[config.mk]
export PLATFORM = sky130hd
export DESIGN_NAME = column_isosurface_level
export DESIGN_NICKNAME = d
export VERILOG_FILES = /design/src/sv/cil_pkg.sv /design/src/sv/cil_pair.sv /design/src/sv/cil_muldiv.sv /design/src/sv/column_isosurface_level.sv
export SDC_FILE = /design/constraint.sdc
export NUM_CORES = 2
export LEC_CHECK = 0
export ABC_AREA = 1
export BUFFER_PORTS_ARGS = -buffer_cell sky130_fd_sc_hd__buf_2
export CAP_MARGIN = 20
export CORE_ASPECT_RATIO = 0.5
export CORE_UTILIZATION = 49
export DETAILED_ROUTE_END_ITERATION = 6
export PLACE_DENSITY = 0.69
export REMOVE_ABC_BUFFERS = 1
export SYNTH_ARGS = -nofsm -noshare
export SYNTH_HDL_FRONTEND = slang
export SYNTH_SLANG_ARGS = --single-unit
[constraint.sdc]
create_clock -name clk -period 16.05 [get_ports clk]
set_input_delay 0.8025 -clock clk [delete_from_list [all_inputs] [get_ports clk]]
set_output_delay 0.8025 -clock clk [all_outputs]
set_load 0.03 [all_outputs]
[src/sv/cil_pkg.sv]
// Shared types and constants for the column isosurface level block.
`timescale 1ns / 1ps

package cil_pkg;

  // Default width of a signed fixed-point value.
  localparam int DEFAULT_VALUE_BITS = 32;

  // Reset pattern of the missing-value register, sign extended to 64 bits.
  localparam logic [63:0] MISSING_RESET = 64'hFFFF_FFFF_8000_0000;

  // Configuration register indexes.
  localparam int CFG_INDEX_BITS = 2;
  localparam logic [CFG_INDEX_BITS-1:0] CFG_MODE    = 2'd0;
  localparam logic [CFG_INDEX_BITS-1:0] CFG_ISO     = 2'd1;
  localparam logic [CFG_INDEX_BITS-1:0] CFG_MISSING = 2'd2;

  // Column selection modes.
  typedef enum logic [1:0] {
    MODE_ISO   = 2'd0,
    MODE_FIRST = 2'd1,
    MODE_LAST  = 2'd2
  } mode_t;

  // Decision flags for one adjacent pair of samples in iso mode.
  typedef struct packed {
    logic take_cur;    // previous missing, current equals the iso value
    logic take_prev;   // current missing, previous equals the iso value
    logic bracket;     // both present and the iso value lies between them
    logic equal_vals;  // both samples hold the same value
    logic negate;      // interpolation offset is subtracted from the level
  } pair_flags_t;

endpackage

[src/sv/cil_pair.sv]
// Pair classifier: missing-value rules, bracketing test and operand magnitudes.
`timescale 1ns / 1ps

module cil_pair import cil_pkg::*; #(
  parameter int VALUE_BITS = DEFAULT_VALUE_BITS
) (
  input  logic signed [VALUE_BITS-1:0] prev_val,
  input  logic signed [VALUE_BITS-1:0] cur_val,
  input  logic signed [VALUE_BITS-1:0] prev_lvl,
  input  logic signed [VALUE_BITS-1:0] cur_lvl,
  input  logic signed [VALUE_BITS-1:0] iso_val,
  input  logic signed [VALUE_BITS-1:0] missing_val,
  output pair_flags_t                  flags,
  output logic        [VALUE_BITS-1:0] lvl_mag,
  output logic        [VALUE_BITS-1:0] iso_mag,
  output logic        [VALUE_BITS-1:0] val_mag
);

  localparam int W = VALUE_BITS;

  // Magnitude of a - b; both differences are formed one bit wider so they are exact.
  function automatic logic [W-1:0] mag_diff(input logic [W-1:0] a, input logic [W-1:0] b);
    logic [W:0] ab;
    logic [W:0] ba;
    ab = {a[W-1], a} - {b[W-1], b};
    ba = {b[W-1], b} - {a[W-1], a};
    mag_diff = ab[W] ? ba[W-1:0] : ab[W-1:0];
  endfunction

  logic prev_miss, cur_miss;
  logic neg_lvl, neg_iso, neg_val;
  logic prev_le_iso, iso_le_cur, cur_le_iso, iso_le_prev;

  always_comb begin
    prev_miss   = (prev_val == missing_val);
    cur_miss    = (cur_val == missing_val);
    neg_lvl     = (cur_lvl < prev_lvl);
    neg_iso     = (iso_val < prev_val);
    neg_val     = (cur_val < prev_val);
    prev_le_iso = !neg_iso;
    iso_le_prev = (iso_val <= prev_val);
    iso_le_cur  = (iso_val <= cur_val);
    cur_le_iso  = (cur_val <= iso_val);

    flags.take_cur   = prev_miss && !cur_miss && (iso_val == cur_val);
    flags.take_prev  = cur_miss && !prev_miss && (iso_val == prev_val);
    flags.bracket    = !prev_miss && !cur_miss &&
                       ((prev_le_iso && iso_le_cur) || (cur_le_iso && iso_le_prev));
    flags.equal_vals = (prev_val == cur_val);
    flags.negate     = neg_lvl ^ neg_iso ^ neg_val;

    lvl_mag = mag_diff(cur_lvl, prev_lvl);
    iso_mag = mag_diff(iso_val, prev_val);
    val_mag = mag_diff(cur_val, prev_val);
  end

endmodule

[src/sv/cil_muldiv.sv]
// Iterative multiply, divide and offset unit built around one shared adder.
`timescale 1ns / 1ps

module cil_muldiv import cil_pkg::*; #(
  parameter int VALUE_BITS = DEFAULT_VALUE_BITS
) (
  input  logic                  clk,
  input  logic                  rst_n,
  input  logic                  start,
  input  logic [VALUE_BITS-1:0] mul_a,
  input  logic [VALUE_BITS-1:0] mul_b,
  input  logic [VALUE_BITS-1:0] divisor,
  input  logic [VALUE_BITS-1:0] base,
  input  logic                  negate,
  output logic                  done,
  output logic [VALUE_BITS-1:0] result
);

  localparam int W  = VALUE_BITS;
  localparam int CW = $clog2(W);
  localparam logic [CW-1:0] LAST_STEP = CW'(W - 1);

  typedef enum logic [1:0] {MD_IDLE, MD_MUL, MD_DIV, MD_FIX} md_state_t;

  md_state_t     state_r, state_nxt;
  logic [CW-1:0] cnt_r, cnt_nxt;
  logic [W-1:0]  hi_r, hi_nxt;
  logic [W-1:0]  lo_r, lo_nxt;
  logic [W-1:0]  mcand_r, mcand_nxt;
  logic [W-1:0]  dvsr_r, dvsr_nxt;
  logic [W-1:0]  base_r, base_nxt;
  logic          neg_r, neg_nxt;
  logic          done_r, done_nxt;
  logic [W-1:0]  result_r, result_nxt;

  logic [W:0]    add_x, add_y;
  logic          add_cin;
  logic [W+1:0]  add_sum;

  // The one adder: accumulate in the multiply, trial subtract in the divide,
  // add or subtract the quotient from the base level at the end.
  always_comb begin
    add_x   = '0;
    add_y   = '0;
    add_cin = 1'b0;
    unique case (state_r)
      MD_MUL: begin
        add_x = {1'b0, hi_r};
        add_y = lo_r[0] ? {1'b0, mcand_r} : '0;
      end
      MD_DIV: begin
        add_x   = {hi_r, lo_r[W-1]};
        add_y   = ~{1'b0, dvsr_r};
        add_cin = 1'b1;
      end
      MD_FIX: begin
        add_x   = {1'b0, base_r};
        add_y   = neg_r ? ~{1'b0, lo_r} : {1'b0, lo_r};
        add_cin = neg_r;
      end
      default: ;
    endcase
    add_sum = {1'b0, add_x} + {1'b0, add_y} + {{(W + 1){1'b0}}, add_cin};
  end

  always_comb begin
    state_nxt  = state_r;
    cnt_nxt    = cnt_r;
    hi_nxt     = hi_r;
    lo_nxt     = lo_r;
    mcand_nxt  = mcand_r;
    dvsr_nxt   = dvsr_r;
    base_nxt   = base_r;
    neg_nxt    = neg_r;
    done_nxt   = 1'b0;
    result_nxt = result_r;
    unique case (state_r)
      MD_IDLE: begin
        if (start) begin
          hi_nxt    = '0;
          lo_nxt    = mul_b;
          mcand_nxt = mul_a;
          dvsr_nxt  = divisor;
          base_nxt  = base;
          neg_nxt   = negate;
          cnt_nxt   = '0;
          state_nxt = MD_MUL;
        end
      end
      MD_MUL: begin
        hi_nxt  = add_sum[W:1];
        lo_nxt  = {add_sum[0], lo_r[W-1:1]};
        cnt_nxt = cnt_r + 1'b1;
        if (cnt_r == LAST_STEP) begin
          cnt_nxt   = '0;
          state_nxt = MD_DIV;
        end
      end
      MD_DIV: begin
        // The remainder stays below the divisor, so W bits hold it.
        hi_nxt  = add_sum[W+1] ? add_sum[W-1:0] : {hi_r[W-2:0], lo_r[W-1]};
        lo_nxt  = {lo_r[W-2:0], add_sum[W+1]};
        cnt_nxt = cnt_r + 1'b1;
        if (cnt_r == LAST_STEP) begin
          cnt_nxt   = '0;
          state_nxt = MD_FIX;
        end
      end
      MD_FIX: begin
        result_nxt = add_sum[W-1:0];
        done_nxt   = 1'b1;
        state_nxt  = MD_IDLE;
      end
      default: state_nxt = MD_IDLE;
    endcase
  end

  always_ff @(posedge clk) begin
    if (!rst_n) begin
      state_r <= MD_IDLE;
      cnt_r   <= '0;
      done_r  <= 1'b0;
    end else begin
      state_r <= state_nxt;
      cnt_r   <= cnt_nxt;
      done_r  <= done_nxt;
    end
    hi_r     <= hi_nxt;
    lo_r     <= lo_nxt;
    mcand_r  <= mcand_nxt;
    dvsr_r   <= dvsr_nxt;
    base_r   <= base_nxt;
    neg_r    <= neg_nxt;
    result_r <= result_nxt;
  end

  assign done   = done_r;
  assign result = result_r;

endmodule

[src/sv/column_isosurface_level.sv]
// Top level of the column isosurface level search with first and last value modes.
`timescale 1ns / 1ps

// Channel   Direction  Handshake            Beat contents
// in_       input      in_valid / in_stall  sample value, level coordinate, column end
// out_      output     out_valid/out_stall  surface value, found flag
// cfg_      input      cfg_valid/cfg_ready  register index, write data
//
// A sample that needs no interpolation is taken without a stall, so such
// samples stream one per cycle while neither the divider nor the output
// register holds the input. A sample that closes a bracketing pair in iso
// mode with two different values starts the shared multiply-divide unit and
// stalls the input through VALUE_BITS shift-add steps, VALUE_BITS restoring
// divide steps and one offset step, all through one adder; a registered done
// step hands back the finished level. This happens at most once per column.
// Reset is synchronous and active low; it restores the register defaults and
// an empty column. The result beat sits in an output register; while it waits
// on out_stall the input is stalled too, and it frees the input in the cycle
// in which it drains.

module column_isosurface_level import cil_pkg::*; #(
  parameter int VALUE_BITS = DEFAULT_VALUE_BITS
) (
  input  logic                         clk,
  input  logic                         rst_n,
  // Sample channel
  input  logic                         in_valid,
  output logic                         in_stall,
  input  logic signed [VALUE_BITS-1:0] in_sample_value,
  input  logic signed [VALUE_BITS-1:0] in_level_coord,
  input  logic                         in_column_end,
  // Result channel
  output logic                         out_valid,
  input  logic                         out_stall,
  output logic signed [VALUE_BITS-1:0] out_surface_value,
  output logic                         out_found,
  // Configuration write channel
  input  logic                         cfg_valid,
  output logic                         cfg_ready,
  input  logic [CFG_INDEX_BITS-1:0]    cfg_index,
  input  logic [VALUE_BITS-1:0]        cfg_data
);

  localparam int W = VALUE_BITS;

  // Configuration registers.
  mode_t               mode_r;
  logic signed [W-1:0] iso_r;
  logic signed [W-1:0] miss_r;

  // Column state.
  logic signed [W-1:0] prev_val_r, prev_val_nxt;
  logic signed [W-1:0] prev_lvl_r, prev_lvl_nxt;
  logic                have_prev_r, have_prev_nxt;
  logic                column_done_r, column_done_nxt;
  logic                result_set_r, result_set_nxt;
  logic signed [W-1:0] column_result_r, column_result_nxt;

  // Sequencing and output register.
  logic                busy_r, busy_nxt;
  logic                pend_end_r, pend_end_nxt;
  logic                out_valid_r, out_valid_nxt;
  logic signed [W-1:0] out_value_r, out_value_nxt;
  logic                out_found_r, out_found_nxt;

  logic                in_accept;
  logic                md_start;
  logic                md_done;
  logic [W-1:0]        md_result;
  pair_flags_t         pair;
  logic [W-1:0]        lvl_mag, iso_mag, val_mag;

  cil_pair #(
    .VALUE_BITS(VALUE_BITS)
  ) u_pair (
    .prev_val   (prev_val_r),
    .cur_val    (in_sample_value),
    .prev_lvl   (prev_lvl_r),
    .cur_lvl    (in_level_coord),
    .iso_val    (iso_r),
    .missing_val(miss_r),
    .flags      (pair),
    .lvl_mag    (lvl_mag),
    .iso_mag    (iso_mag),
    .val_mag    (val_mag)
  );

  // The quotient (level span * iso offset) / value span never exceeds the level
  // span, so the interpolated level always lies between the two levels.
  cil_muldiv #(
    .VALUE_BITS(VALUE_BITS)
  ) u_muldiv (
    .clk    (clk),
    .rst_n  (rst_n),
    .start  (md_start),
    .mul_a  (lvl_mag),
    .mul_b  (iso_mag),
    .divisor(val_mag),
    .base   (prev_lvl_r),
    .negate (pair.negate),
    .done   (md_done),
    .result (md_result)
  );

  // A new sample waits while the divider runs, or while a result is stuck in
  // the output register; a result in the register that drains this cycle frees it.
  assign in_stall  = busy_r || (out_valid_r && out_stall);
  assign in_accept = in_valid && !in_stall;
  assign cfg_ready = 1'b1;

  always_comb begin
    prev_val_nxt      = prev_val_r;
    prev_lvl_nxt      = prev_lvl_r;
    have_prev_nxt     = have_prev_r;
    column_done_nxt   = column_done_r;
    result_set_nxt    = result_set_r;
    column_result_nxt = column_result_r;
    busy_nxt          = busy_r;
    pend_end_nxt      = pend_end_r;
    out_valid_nxt     = out_valid_r;
    out_value_nxt     = out_value_r;
    out_found_nxt     = out_found_r;
    md_start          = 1'b0;

    if (out_valid_r && !out_stall) begin
      out_valid_nxt = 1'b0;
    end

    if (in_accept) begin
      unique case (mode_r)
        MODE_ISO: begin
          if (have_prev_r && !column_done_r) begin
            // A missing neighbor still lets an exact hit set the level, but
            // the search goes on past it.
            if (pair.take_cur) begin
              column_result_nxt = in_level_coord;
              result_set_nxt    = 1'b1;
            end
            if (pair.take_prev) begin
              column_result_nxt = prev_lvl_r;
              result_set_nxt    = 1'b1;
            end
            if (pair.bracket) begin
              column_done_nxt = 1'b1;
              if (pair.equal_vals) begin
                column_result_nxt = prev_lvl_r;
                result_set_nxt    = 1'b1;
              end else begin
                md_start = 1'b1;
              end
            end
          end
        end
        MODE_FIRST: begin
          if (!column_done_r && (in_sample_value != miss_r)) begin
            column_result_nxt = in_sample_value;
            result_set_nxt    = 1'b1;
            column_done_nxt   = 1'b1;
          end
        end
        MODE_LAST: begin
          if (in_sample_value != miss_r) begin
            column_result_nxt = in_sample_value;
            result_set_nxt    = 1'b1;
          end
        end
        default: ;
      endcase

      prev_val_nxt  = in_sample_value;
      prev_lvl_nxt  = in_level_coord;
      have_prev_nxt = 1'b1;
      busy_nxt      = md_start;

      if (in_column_end) begin
        // The column closes now; an interpolation still running delivers
        // its beat straight from the divider when it finishes.
        if (md_start) begin
          pend_end_nxt = 1'b1;
        end else begin
          out_valid_nxt = 1'b1;
          out_value_nxt = result_set_nxt ? column_result_nxt : miss_r;
          out_found_nxt = result_set_nxt;
        end
        have_prev_nxt   = 1'b0;
        column_done_nxt = 1'b0;
        result_set_nxt  = 1'b0;
      end
    end

    if (md_done) begin
      busy_nxt     = 1'b0;
      pend_end_nxt = 1'b0;
      if (pend_end_r) begin
        out_valid_nxt = 1'b1;
        out_value_nxt = md_result;
        out_found_nxt = 1'b1;
      end else begin
        column_result_nxt = md_result;
        result_set_nxt    = 1'b1;
      end
    end
  end

  always_ff @(posedge clk) begin
    if (!rst_n) begin
      mode_r        <= MODE_ISO;
      iso_r         <= '0;
      miss_r        <= MISSING_RESET[W-1:0];
      prev_val_r    <= '0;
      prev_lvl_r    <= '0;
      have_prev_r   <= 1'b0;
      column_done_r <= 1'b0;
      result_set_r  <= 1'b0;
      busy_r        <= 1'b0;
      pend_end_r    <= 1'b0;
      out_valid_r   <= 1'b0;
    end else begin
      if (cfg_valid && cfg_ready) begin
        unique case (cfg_index)
          CFG_MODE:    mode_r <= mode_t'(cfg_data[1:0]);
          CFG_ISO:     iso_r  <= cfg_data;
          CFG_MISSING: miss_r <= cfg_data;
          default: ;
        endcase
      end
      prev_val_r    <= prev_val_nxt;
      prev_lvl_r    <= prev_lvl_nxt;
      have_prev_r   <= have_prev_nxt;
      column_done_r <= column_done_nxt;
      result_set_r  <= result_set_nxt;
      busy_r        <= busy_nxt;
      pend_end_r    <= pend_end_nxt;
      out_valid_r   <= out_valid_nxt;
    end
    column_result_r <= column_result_nxt;
    out_value_r     <= out_value_nxt;
    out_found_r     <= out_found_nxt;
  end

  assign out_valid         = out_valid_r;
  assign out_surface_value = out_value_r;
  assign out_found         = out_found_r;

  // The divider only reports back while the top level waits for it.
  a_done_while_busy: assert property (@(posedge clk) disable iff (!rst_n)
    md_done |-> busy_r)
    else $error("divider finished while no interpolation was pending");

  // An interpolation inside an open column marks that column as settled.
  a_busy_column_done: assert property (@(posedge clk) disable iff (!rst_n)
    (busy_r && !pend_end_r) |-> column_done_r)
    else $error("interpolation running in a column that is not settled");

  // Only iso mode ever starts the divider.
  a_start_iso_only: assert property (@(posedge clk) disable iff (!rst_n)
    $rose(busy_r) |-> ($past(mode_r) == MODE_ISO))
    else $error("divider started outside iso mode");

  // A mid-column interpolation leaves a set result behind.
  a_done_sets_result: assert property (@(posedge clk) disable iff (!rst_n)
    (md_done && !pend_end_r) |=> result_set_r)
    else $error("interpolated level not recorded");

endmodule

==> flow_summary.ini <==
[outcome]
outcome = complete, no violations

[setup_path]
crit_chain = ha_2 > buf_4 > nand2_1 > nor2_1 > a21oi_1 > a31oi_1 > ha_1 > a21oi_1 > o21ai_0 > o21bai_1 > a31oi_1 > nand3_1 > inv_1 > o21ai_0 > a21oi_1
crit_family = compound AO/OA/AOI/OAI gates
cp_common_cell = a21oi_1
end_kind = flop
crit_fanout = 71
crit_buf_inv = 2
worst_path_max_delay_cell = inv_1
cp.arrival_ns = 5.82
crit_type = reg -> reg
cp_slowest_stage_delay_ns = 0.82
cp-start-kind = flop
cp.required_ns = 16.49

[timing]
setup_viol = 0
clock.fmax_mhz = 186.1
hold_viol = 0
period_needed_ns = 5.374
finalSetupTns_ns = 0
whs_ns = 0.4369
relSlewSlack_pct = 20.38
drv_slew = 0
rsz0062_at_grt = false
period_share_pct = 33.49
finalClockSkew_ns = 0.03170
tightest_slew_ns = 1.182

[yosys]
postSynthAreaPerCell_um2 = 6.682
ys.flop_type = dfxtp_1
yosys_warnings = 0
synth_top_area_share_pct = 16.60
synth_cell_types = 71
synth-edff-count = 193
syn_area_mm2 = 0.03491
synthTopCellsByArea = edfxtp_1 (17%), nand2_1 (13%), dfxtp_1 (12%), a21oi_1 (10%), ha_1 (9.6%)
async_flop_share_pct = 0
ys_seq_area_share_pct = 28.59
synth_cells = 5224
synthTopCellsByCount = nand2_1 (1,255), a21oi_1 (701), inv_1 (583), nor2_1 (409), o21ai_0 (381)
yosysTopAreaCell = edfxtp_1
synth.most_common_cell = nand2_1
ys_ff_latch = 402

[global_routing]
grt_pass1_vias = 34753
antenna_found_initial = 11
gr-total-overflow = 0
grt_max_degree = 84
grt_pass1_wl_um = 230300
track_usage_pct = 43.49

[die]
io_pins = 140
die_h_um = 190.7
start_util_pct = 50.10
num_rows = 68
die_x_um = 379.5
coreArea_mm2 = 0.06968
fp.dieArea_mm2 = 0.07238

[clock_tree]
root_buffer = clkbuf_16
cts_tree = done
path_clk_slew_ns = 0.07
post-cts-setup-buffer-count = 0
htree_num_levels = 2
clk_latency_ns = 0.63
clockBufferDepth = 3
cts.sinks = 402
cts_buffers = 41
ctsResizeCount = 0
hold_buffers = 0

[final_layout]
regArea_mm2 = 0.009980
drive_above_1_share_pct = 6.863
fin_nets = 5577
multiInputGateArea_mm2 = 0.02159
area.growth.synth_to_final_pct = 7.577
utilization_pct = 53.89
nFillCells = 6887

[flow_run]
drv_cap = 0

[power_and_ir_drop]
power_w = 0.004575
peakVddDrop_mv = 0.07780
power_density_mw_per_mm2 = 121.8
p_leak_nw = 17.20

[drt]
via_per_inst = 6.230
post_drt_wl_per_cell_um = 26.19
drt_first_pass_iters = 6
num_vias = 38506
initialDrtViolationCount = 5677
drc = 0
met2_length_um = 59550
wl_met1_um = 69350
wl_met3_um = 29150
postRouteAntennaNets = 0
top_layer = met5
wl_um = 161900

[place]
port_buffers = 138
gp_congestion = 1.091
dp_hpwl_um = 127300

[worst_hold_path]
hp-class = in -> reg
flip-flops by register name (all words and copies together), names as in the netlist, 32 cells and up:
signal / flops
column_result_r: 32
iso_r: 32
miss_r: 32
out_surface_value: 32
prev_lvl_r: 32
prev_val_r: 32
u_muldiv.base_r: 32
u_muldiv.dvsr_r: 32
u_muldiv.hi_r: 32
u_muldiv.lo_r: 32
u_muldiv.mcand_r: 32
u_muldiv.result: 32
metal layers:
| layer | vias up | global-route usage, % |
|---|---|---|
| met5 | - | 0.06739 |
| met4 | 6 | 9.476 |
| met3 | 257 | 21.46 |
| met2 | 2665 | 56.29 |
| met1 | 18121 | 63.02 |
| li1 | 17457 | - |
power by group:
part	switching (W)	internal, W
clock network	0.000479	0.000585
registers	0.000193	0.00130
logic	0.00149	0.000534
total	0.00216	0.00241
kinds of logic (layout without fill, tap and decap cells):
logic type | Yosys count | after routing | share of synthesized area, %
DFF | 402 | 402 | 28.59
AOI/OAI and AO/OA | 1385 | 1385 | 21.79
muxes | 12 | 12 | 0.3692
other | 1 | 6 | 0.01074
and+or+nand+nor | 2124 | 2124 | 25.42
xor gates and xnor gates | 161 | 161 | 4.039
buffers and inverters | 864 | 871 | 9.760
adders and majority gates | 275 | 275 | 10.03
stage by stage:
stage	setup slack [ns]	instance area (um2)	instances
after global routing	10.31	37550	6178
after CTS	10.84	37470	6169
after global placement	10.73	36030	6092
after floorplan	6.316	33790	4969
after detailed placement	10.60	36040	6093
final	10.68	37550	6181
final cells by class:
type | instances | area share [%]
Clock inverter | 19 | 0.5864
Timing Repair Buffer | 186 | 2.859
Inverter | 609 | 6.087
Tap cell | 945 | 3.149
Antenna cell | 5 | 0.03332
Multi-Input combinational cell | 3958 | 57.49
Clock buffer | 57 | 3.225
Sequential cell | 402 | 26.57
layout by cell type, fill, tap and decap left out, types with 64 or more instances in the layout:
master    count
nand2_1    1254
a21oi_1     700
inv_1       582
nor2_1      406
o21ai_0     381
ha_1        263
nand3_1     236
dfxtp_1     209
edfxtp_1    193
buf_2       137
xor2_1      114
nand4_1     111
a31oi_1      64
final timing paths:
check                                                 startpoint                             end  slack [ns]  cells after the start
worst max-delay path            u_muldiv.state_r[1]$_SDFFE_PN0P_     u_muldiv.hi_r[16]$_DFFE_PP_       10.68                     15
worst min-delay path                                cfg_data[31]          iso_r[31]$_SDFFE_PN0P_        0.44                      3
worst max register to register  u_muldiv.state_r[1]$_SDFFE_PN0P_     u_muldiv.hi_r[16]$_DFFE_PP_       10.68                     15
worst min register to register    u_muldiv.cnt_r[4]$_SDFFE_PN0P_  u_muldiv.cnt_r[4]$_SDFFE_PN0P_        0.48                      2
worst register-to-register path, cell delays in order (launching register included):
cell      delay, ns
dfxtp_1        0.42
ha_2           0.22
buf_4          0.65
nand2_1        0.71
nor2_1         0.24
a21oi_1        0.07
a31oi_1        0.25
ha_1           0.34
a21oi_1        0.23
o21ai_0        0.13
o21bai_1       0.18
a31oi_1        0.32
nand3_1        0.14
inv_1          0.82
o21ai_0        0.26
a21oi_1        0.23
No activity file was read; power rests on OpenSTA's default activity.
